===== config.mk =====
export PLATFORM = sky130hd
export DESIGN_NAME = indexed_list_engine_unit_flat
export DESIGN_NICKNAME = d
export VERILOG_FILES = /design/src/rtl/ile_pkg.sv /design/src/rtl/ile_if.sv /design/src/rtl/ile_store.sv /design/src/rtl/ile_seq.sv /design/src/rtl/indexed_list_engine_unit.sv /design/src/flat_wrapper.sv
export SDC_FILE = /design/constraint.sdc
export NUM_CORES = 2
export LEC_CHECK = 0
export BUFFER_PORTS_ARGS = -buffer_cell sky130_fd_sc_hd__buf_4
export CORE_ASPECT_RATIO = 1.25
export CORE_MARGIN = 4
export CORE_UTILIZATION = 49
export CTS_CLUSTER_DIAMETER = 40
export DETAILED_ROUTE_END_ITERATION = 16
export PLACE_DENSITY = 0.69
export RECOVER_POWER = 50
export SETUP_SLACK_MARGIN = 0.1
export SLEW_MARGIN = 30
export SYNTH_ARGS = -nofsm -noshare
export SYNTH_HDL_FRONTEND = slang
export SYNTH_HIERARCHICAL = 1
export SYNTH_SLANG_ARGS = --single-unit

===== constraint.sdc =====
create_clock -name clk -period 6.8 [get_ports clk]
set_input_delay 1.02 -clock clk [delete_from_list [all_inputs] [get_ports clk]]
set_output_delay 1.02 -clock clk [all_outputs]
set_load 0.01 [all_outputs]

===== src/rtl/ile_pkg.sv =====
// Shared types and constants for the indexed list engine.
package ile_pkg;

    localparam int CAPACITY = 64;
    localparam int ADDR_W   = (CAPACITY > 1) ? $clog2(CAPACITY) : 1;
    localparam int ACTION_W = 3;
    localparam int POS_W    = 7;
    localparam int DATA_W   = 32;
    localparam int STATUS_W = 2;
    localparam int CNT_W    = 7;

    typedef enum logic [ACTION_W-1:0] {
        ACT_READ       = 3'd0,
        ACT_PUSH_FRONT = 3'd1,
        ACT_APPEND     = 3'd2,
        ACT_INSERT     = 3'd3,
        ACT_DELETE     = 3'd4
    } action_t;

    typedef enum logic [STATUS_W-1:0] {
        ST_DONE  = 2'd0,
        ST_RANGE = 2'd1,
        ST_FULL  = 2'd2
    } status_t;

    typedef enum logic [2:0] {
        S_IDLE,
        S_READ,
        S_SHIFT_UP,
        S_SHIFT_DN,
        S_PLACE,
        S_FINISH
    } state_t;

    typedef struct packed {
        logic                     we;
        logic [ADDR_W-1:0]        waddr;
        logic signed [DATA_W-1:0] wdata;
        logic [ADDR_W-1:0]        raddr;
    } mem_req_t;

    typedef struct packed {
        logic signed [DATA_W-1:0] read_value;
        status_t                  status;
        logic [CNT_W-1:0]         entry_count;
    } result_t;

endpackage


===== src/rtl/ile_if.sv =====
// Request and response channel interfaces for the indexed list engine.
interface ile_in_if;
    logic                              valid;
    logic                              ready;
    logic [ile_pkg::ACTION_W-1:0]      action;
    logic [ile_pkg::POS_W-1:0]         position;
    logic signed [ile_pkg::DATA_W-1:0] value_in;

    modport source (output valid, output action, output position, output value_in,
                    input ready);
    modport sink (input valid, input action, input position, input value_in,
                  output ready);
endinterface

interface ile_out_if;
    logic                              valid;
    logic                              ready;
    logic signed [ile_pkg::DATA_W-1:0] read_value;
    logic [ile_pkg::STATUS_W-1:0]      status;
    logic [ile_pkg::CNT_W-1:0]         entry_count;

    modport source (output valid, output read_value, output status, output entry_count,
                    input ready);
    modport sink (input valid, input read_value, input status, input entry_count,
                  output ready);
endinterface


===== src/rtl/ile_store.sv =====
// Value store: one write port, one registered read port.
module ile_store (
    input  logic                              clk,
    input  ile_pkg::mem_req_t                 mem_req,
    output logic signed [ile_pkg::DATA_W-1:0] rdata
);

    logic signed [ile_pkg::DATA_W-1:0] mem [ile_pkg::CAPACITY];
    logic signed [ile_pkg::DATA_W-1:0] rdata_reg;

    always_ff @(posedge clk)
    begin
        if (mem_req.we)
        begin
            mem[mem_req.waddr] <= mem_req.wdata;
        end
        rdata_reg <= mem[mem_req.raddr];
    end

    assign rdata = rdata_reg;

endmodule


===== src/rtl/ile_seq.sv =====
// Sequencer: decodes an item and shifts store entries one per cycle.
module ile_seq (
    input  logic                              clk,
    input  logic                              rst_n,
    ile_in_if.sink                            req,
    output logic                              res_valid,
    input  logic                              res_ready,
    output ile_pkg::result_t                  res,
    output ile_pkg::mem_req_t                 mem_req,
    input  logic signed [ile_pkg::DATA_W-1:0] mem_rdata
);

    ile_pkg::state_t                   state_reg, state_next;
    logic [ile_pkg::CNT_W-1:0]         count_reg, count_next;
    logic [ile_pkg::ADDR_W-1:0]        idx_reg, idx_next;
    logic [ile_pkg::ADDR_W-1:0]        pos_reg, pos_next;
    logic signed [ile_pkg::DATA_W-1:0] val_reg, val_next;
    logic signed [ile_pkg::DATA_W-1:0] rvalue_reg, rvalue_next;
    ile_pkg::status_t                  status_reg, status_next;
    logic [ile_pkg::CNT_W-1:0]         ins_pos;
    logic [ile_pkg::CNT_W-1:0]         pos_ext;

    always_ff @(posedge clk or negedge rst_n)
    begin
        if (!rst_n)
        begin
            state_reg <= ile_pkg::S_IDLE;
            count_reg <= '0;
        end
        else
        begin
            state_reg <= state_next;
            count_reg <= count_next;
        end
    end

    always_ff @(posedge clk)
    begin
        idx_reg    <= idx_next;
        pos_reg    <= pos_next;
        val_reg    <= val_next;
        rvalue_reg <= rvalue_next;
        status_reg <= status_next;
    end

    assign pos_ext = ile_pkg::CNT_W'(req.position);

    always_comb
    begin
        case (req.action)
            ile_pkg::ACT_PUSH_FRONT: ins_pos = '0;
            ile_pkg::ACT_APPEND:     ins_pos = count_reg;
            default:                 ins_pos = pos_ext;
        endcase
    end

    always_comb
    begin
        state_next    = state_reg;
        count_next    = count_reg;
        idx_next      = idx_reg;
        pos_next      = pos_reg;
        val_next      = val_reg;
        rvalue_next   = rvalue_reg;
        status_next   = status_reg;
        mem_req.we    = 1'b0;
        mem_req.waddr = idx_reg;
        mem_req.wdata = mem_rdata;
        mem_req.raddr = idx_reg;
        req.ready     = (state_reg == ile_pkg::S_IDLE);

        case (state_reg)
            ile_pkg::S_IDLE:
            begin
                if (req.valid)
                begin
                    rvalue_next = '0;
                    status_next = ile_pkg::ST_DONE;
                    val_next    = req.value_in;
                    state_next  = ile_pkg::S_FINISH;
                    case (req.action)
                        ile_pkg::ACT_READ:
                        begin
                            if (pos_ext < count_reg)
                            begin
                                mem_req.raddr = req.position[ile_pkg::ADDR_W-1:0];
                                state_next    = ile_pkg::S_READ;
                            end
                            else
                            begin
                                status_next = ile_pkg::ST_RANGE;
                            end
                        end
                        ile_pkg::ACT_PUSH_FRONT, ile_pkg::ACT_APPEND, ile_pkg::ACT_INSERT:
                        begin
                            if (ins_pos > count_reg)
                            begin
                                status_next = ile_pkg::ST_RANGE;
                            end
                            else if (count_reg >= ile_pkg::CNT_W'(ile_pkg::CAPACITY))
                            begin
                                status_next = ile_pkg::ST_FULL;
                            end
                            else
                            begin
                                pos_next = ins_pos[ile_pkg::ADDR_W-1:0];
                                if (ins_pos == count_reg)
                                begin
                                    state_next = ile_pkg::S_PLACE;
                                end
                                else
                                begin
                                    mem_req.raddr = ile_pkg::ADDR_W'(count_reg - 1'b1);
                                    idx_next      = count_reg[ile_pkg::ADDR_W-1:0];
                                    state_next    = ile_pkg::S_SHIFT_UP;
                                end
                            end
                        end
                        ile_pkg::ACT_DELETE:
                        begin
                            if (pos_ext >= count_reg)
                            begin
                                status_next = ile_pkg::ST_RANGE;
                            end
                            else if (pos_ext + 1'b1 == count_reg)
                            begin
                                count_next = count_reg - 1'b1;
                            end
                            else
                            begin
                                mem_req.raddr = ile_pkg::ADDR_W'(pos_ext + 1'b1);
                                idx_next      = req.position[ile_pkg::ADDR_W-1:0];
                                state_next    = ile_pkg::S_SHIFT_DN;
                            end
                        end
                        default:
                        begin
                            status_next = ile_pkg::ST_DONE;
                        end
                    endcase
                end
            end
            ile_pkg::S_READ:
            begin
                rvalue_next = mem_rdata;
                state_next  = ile_pkg::S_FINISH;
            end
            ile_pkg::S_SHIFT_UP:
            begin
                // entry idx-1 arrives now; fetch idx-2 for the next step
                mem_req.we    = 1'b1;
                mem_req.raddr = idx_reg - ile_pkg::ADDR_W'(2);
                if (idx_reg - 1'b1 == pos_reg)
                begin
                    state_next = ile_pkg::S_PLACE;
                end
                else
                begin
                    idx_next = idx_reg - 1'b1;
                end
            end
            ile_pkg::S_PLACE:
            begin
                mem_req.we    = 1'b1;
                mem_req.waddr = pos_reg;
                mem_req.wdata = val_reg;
                count_next    = count_reg + 1'b1;
                state_next    = ile_pkg::S_FINISH;
            end
            ile_pkg::S_SHIFT_DN:
            begin
                mem_req.we    = 1'b1;
                mem_req.raddr = idx_reg + ile_pkg::ADDR_W'(2);
                if (ile_pkg::CNT_W'(idx_reg) + ile_pkg::CNT_W'(2) == count_reg)
                begin
                    count_next = count_reg - 1'b1;
                    state_next = ile_pkg::S_FINISH;
                end
                else
                begin
                    idx_next = idx_reg + 1'b1;
                end
            end
            ile_pkg::S_FINISH:
            begin
                if (res_ready)
                begin
                    state_next = ile_pkg::S_IDLE;
                end
            end
            default:
            begin
                state_next = ile_pkg::S_IDLE;
            end
        endcase
    end

    assign res_valid       = (state_reg == ile_pkg::S_FINISH);
    assign res.read_value  = rvalue_reg;
    assign res.status      = status_reg;
    assign res.entry_count = count_reg;

    a_count_cap: assert property (@(posedge clk) disable iff (!rst_n)
        count_reg <= ile_pkg::CNT_W'(ile_pkg::CAPACITY))
        else $error("entry count above capacity");

    a_count_step: assert property (@(posedge clk) disable iff (!rst_n)
        1'b1 |=> (count_reg == $past(count_reg) || count_reg == $past(count_reg) + 1'b1
                  || count_reg == $past(count_reg) - 1'b1))
        else $error("entry count moved by more than one");

    a_up_above_pos: assert property (@(posedge clk) disable iff (!rst_n)
        state_reg == ile_pkg::S_SHIFT_UP |-> idx_reg > pos_reg)
        else $error("upward shift passed the insert position");

    a_dn_in_list: assert property (@(posedge clk) disable iff (!rst_n)
        state_reg == ile_pkg::S_SHIFT_DN
        |-> ile_pkg::CNT_W'(idx_reg) + ile_pkg::CNT_W'(2) <= count_reg)
        else $error("downward shift ran past the list end");

    a_no_idle_write: assert property (@(posedge clk) disable iff (!rst_n)
        (state_reg == ile_pkg::S_IDLE || state_reg == ile_pkg::S_FINISH) |-> !mem_req.we)
        else $error("store written outside a shift or place step");

endmodule


===== src/rtl/indexed_list_engine_unit.sv =====
// A read fetches the entry, then registers it; an insert at p shifts entries p..c-1 up, then places the value;
// a delete shifts the entries above p down. A new item is taken only in the idle state, so one item is
// through the sequencer before the next is accepted; the single store port moves one entry per cycle during a shift.
// A result waits in the output register while the next item is accepted.
// Reset clears the entry count, sequencer state and output valid; store contents
// stay undefined and no stored value is used before it is written, so there is no clearing pass.
module indexed_list_engine_unit (
    input  logic     clk,
    input  logic     rst_n,
    ile_in_if.sink   req,
    ile_out_if.source rsp
);

    ile_pkg::mem_req_t                 mem_req;
    logic signed [ile_pkg::DATA_W-1:0] mem_rdata;
    ile_pkg::result_t                  res;
    logic                              res_valid;
    logic                              res_ready;

    logic                              out_valid_reg;
    ile_pkg::result_t                  out_data_reg;

    ile_store u_store (
        .clk     (clk),
        .mem_req (mem_req),
        .rdata   (mem_rdata)
    );

    ile_seq u_seq (
        .clk       (clk),
        .rst_n     (rst_n),
        .req       (req),
        .res_valid (res_valid),
        .res_ready (res_ready),
        .res       (res),
        .mem_req   (mem_req),
        .mem_rdata (mem_rdata)
    );

    assign res_ready = !out_valid_reg || rsp.ready;

    always_ff @(posedge clk or negedge rst_n)
    begin
        if (!rst_n)
        begin
            out_valid_reg <= 1'b0;
        end
        else if (res_valid && res_ready)
        begin
            out_valid_reg <= 1'b1;
        end
        else if (rsp.ready)
        begin
            out_valid_reg <= 1'b0;
        end
    end

    always_ff @(posedge clk)
    begin
        if (res_valid && res_ready)
        begin
            out_data_reg <= res;
        end
    end

    assign rsp.valid       = out_valid_reg;
    assign rsp.read_value  = out_data_reg.read_value;
    assign rsp.status      = out_data_reg.status;
    assign rsp.entry_count = out_data_reg.entry_count;

endmodule


===== src/flat_wrapper.sv =====
// flat-port wrapper written by rule: the top's interface ports become plain ports
module indexed_list_engine_unit_flat 
  (clk, rst_n, req_valid, req_action, req_position, req_value_in, req_ready, rsp_valid, rsp_read_value, rsp_status, rsp_entry_count, rsp_ready);
  ile_in_if req_i ();
  ile_out_if rsp_i ();
  input  logic clk;
  input  logic rst_n;
  input wire logic [$bits(req_i.valid)-1:0] req_valid;
  input wire logic [$bits(req_i.action)-1:0] req_action;
  input wire logic [$bits(req_i.position)-1:0] req_position;
  input wire logic [$bits(req_i.value_in)-1:0] req_value_in;
  output wire logic [$bits(req_i.ready)-1:0] req_ready;
  output wire logic [$bits(rsp_i.valid)-1:0] rsp_valid;
  output wire logic [$bits(rsp_i.read_value)-1:0] rsp_read_value;
  output wire logic [$bits(rsp_i.status)-1:0] rsp_status;
  output wire logic [$bits(rsp_i.entry_count)-1:0] rsp_entry_count;
  input wire logic [$bits(rsp_i.ready)-1:0] rsp_ready;
  assign req_i.valid = req_valid;
  assign req_i.action = req_action;
  assign req_i.position = req_position;
  assign req_i.value_in = req_value_in;
  assign req_ready = req_i.ready;
  assign rsp_valid = rsp_i.valid;
  assign rsp_read_value = rsp_i.read_value;
  assign rsp_status = rsp_i.status;
  assign rsp_entry_count = rsp_i.entry_count;
  assign rsp_i.ready = rsp_ready;
  indexed_list_engine_unit u_core (.clk(clk), .rst_n(rst_n), .req(req_i), .rsp(rsp_i));
endmodule

==> flow_summary.toml <==
[power_and_ir_drop]
vdd_drop_max_uv = 210
power_density_mw_per_mm2 = 271
p_total_mw = 26.5
leakage_nw = 26.6

[yosys]
synth_fp_nets = 4089
ys_types = 84
netlist_instances = 4016
syn_area_per_cell_sq_um = 21.3
async_flop_share = 0.00498
syn_area_sq_mm = 0.0855
synthFlopType = "edfxtp_1"
ys_warn_count = 6
yosysSeqAreaShare = 0.772
synth-edff-count = 2167
synth.ff_latch_count = 2210

[final_layout]
layout_common_cells = "2167 x edfxtp_1, 500 x mux4_2, 235 x buf_4, 205 x clkbuf_16, 143 x nand2_1"
final_common_cell = "edfxtp_1"
fill_cells = 12500
largest_reg_flops = 2048
synthToLayoutAreaGrowth_pct = 14.2
drive_gt1_frac = 0.285
regMostFlops = "u_core/u_store/mem"
nets = 4446

[timing]
tightest_slew_ns = 3.40
maxSlewViolCount = 1402
min_period_ns = 6.35
rsz0062_at_grt = "no"
max_slew_margin = -1.27
finalHoldViolations = 0
skew_ns = 0.0372
fmax_mhz = 158
setup_viol = 0
fin_crit_sh = 0.933
holdWs_ns = 0.362

[detailed_routing]
wl_per_cell_microns = 32.5
drt-initial-drc-count = 5836
drcViolationCount = 0
routed_via_density = 6.35
drtPass1Iterations = 6
drt_wl_total_mm = 224
vias = 43700
ant_nets = 0

[setup_path]
cp_slowest_cell = "o21ai_0"
cp_max_fo = 21
start_kind = "flop"
crit_top_cell = "buf_12"
max_stage_delay_ns = 0.66
required_ns = 7.46
arrival_ns = 7.00
crit_buf_inv = 5
path_cells = "clkinv_1 -> ha_1 -> a21oi_1 -> o21ai_0 -> a211o_1 -> o311ai_0 -> o221a_1 -> nor2b_1 -> o22ai_4 -> buf_12 -> buf_12 -> buf_12 -> buf_4 -> mux4_2 -> a22o_1 -> a221oi_2 -> a221oi_1"
critPathKind = "flop to flop"
crit_family = "compound AO/OA/AOI/OAI gates"
end_kind = "flop"

[hold_path]
hold_path_class = "input pin to flop"

[run]
max_cap_violations = 25

[clock_network]
cts_root_buf = "clkbuf_16"
clockBufferDepth = 3
cts_resized = 0
tritoncts = "built"
clock_latency_ns = 0.85
clock_sinks = 2210
h-tree-depth = 4
cts_buffers = 201
clkTransAtPathRegs_ns = 0.07

[global_route]
grt_pass1_wl_mm = 320
grt_overflow = 0
grt_max_degree = 65
grt.total_usage = 0.248
first_global_vias = 43800
antenna_found_initial = 9

[die]
pin_count = 89
start_util = 0.493
die_width_microns = 382
die_y_microns = 475
fp.coreArea_sq_mm = 0.174
rows = 171
dieArea_sq_mm = 0.181

[place]
port_buffers = 88
dp_hpwl_mm = 136
place.gp.congestion = 0.905

[outcome]
violations = "capacitance limit, slew limit"
status = "finished, violations left"
## area by class of cell
| cell class | count | area (sq um) | share of cell area |
|---|---|---|---|
| timing repair buffer | 380 | 3000 | 0.0307 |
| tap | 2335 | 2920 | 0.0299 |
| antenna | 5 | 12.5 | 0.000128 |
| clock buffer | 235 | 5310 | 0.0544 |
| multi-input combinational | 1558 | 18800 | 0.192 |
| inverter | 22 | 82.6 | 0.000845 |
| clock inverter | 145 | 1560 | 0.0160 |
| sequential | 2210 | 66000 | 0.676 |
## metal layers
metal / vias up / track usage / share of wire
met1: 23200 / 0.332 / 0.37
met2: 2542 / 0.398 / 0.49
met3: 412 / 0.0536 / 0.10
li1: 17600 / - / -
met5: - / 0 / 0.00020
met4: 6 / 0.104 / 0.046
## power by group
group	internal [mW]	leakage, nW	switching, mW
registers	14.7	16.3	0
clock network	6.61	3.34	5.04
logic	0.0413	6.99	0.0488
total	21.4	26.6	5.09
## synthesized netlist by cell type, types with 17 or more instances
cell      number  share of area
ha_1          26         0.0038
o221ai_1      17         0.0017
mux2_2        22         0.0029
and3_1        39         0.0029
a22o_1        47         0.0048
a22oi_1       60         0.0053
mux4_2       500           0.13
clkbuf_1      84         0.0037
nor2_1       141         0.0062
inv_1         21        0.00092
buf_1         23         0.0010
xnor2_1       29         0.0030
buf_6         29         0.0038
nand3_1       26         0.0015
nand2_1      172         0.0075
a221oi_1      47         0.0048
edfxtp_1    2167           0.76
dfxtp_1       32         0.0075
mux2i_1       51         0.0060
o21ai_0       29         0.0017
nand2b_1      20         0.0015
a211oi_1      23         0.0020
buf_4         40         0.0035
buf_2         45         0.0026
o22ai_1       89         0.0065
a21oi_1       67         0.0039
## cell families (layout without fill, tap and decap cells)
logic type               after synthesis  after routing  synth area share
flip-flops                          2210           2210             0.772
buffers and inverters                248            782            0.0160
other                                  0              5                 0
AO/OA/AOI/OAI                        439            439            0.0372
adder cells (fa/ha/maj)               27             27           0.00404
AND/OR/NAND/NOR                      478            478            0.0262
XOR/XNOR                              37             37           0.00379
multiplexers                         577            577             0.141
## through the flow
stage	instances	instance area (sq um)	setup slack, ns	utilization	setup TNS [ns]
after CTS	6885	98000	0.886	0.565	0
after floorplan	4016	85500	1.74	-	0
after global placement	6498	90900	-0.100	0.524	-0.100
after global routing	6889	97700	0.376	0.563	0
after detailed placement	6504	91100	0.295	0.525	0
final	6890	97700	0.454	0.563	0
## worst paths after layout
kind,start,end,slack (ns),depth (start not counted)
max reg2reg,u_core/u_seq/count_reg[4],u_core/u_store/rdata[29],0.45,17
min,req_value_in[16],u_core/u_seq/val_reg[16],0.36,1
max,u_core/u_seq/count_reg[4],u_core/u_store/rdata[29],0.45,17
max in group asynchronous,rst_n,u_core/rsp.valid,5.56,2
min reg2reg,u_core/u_seq/rvalue_reg[1],u_core/rsp.read_value[1],0.42,0
min in group asynchronous,rst_n,u_core/u_seq/count_reg[2],0.76,2
## what timing repair did
item,CTS,global route
endpoints found under the hold margin,11,0
setup buffers,0,0
hold buffers,1,0
endpoints found under the setup margin,0,0
Note: power is estimated with default switching activity, not from simulation.
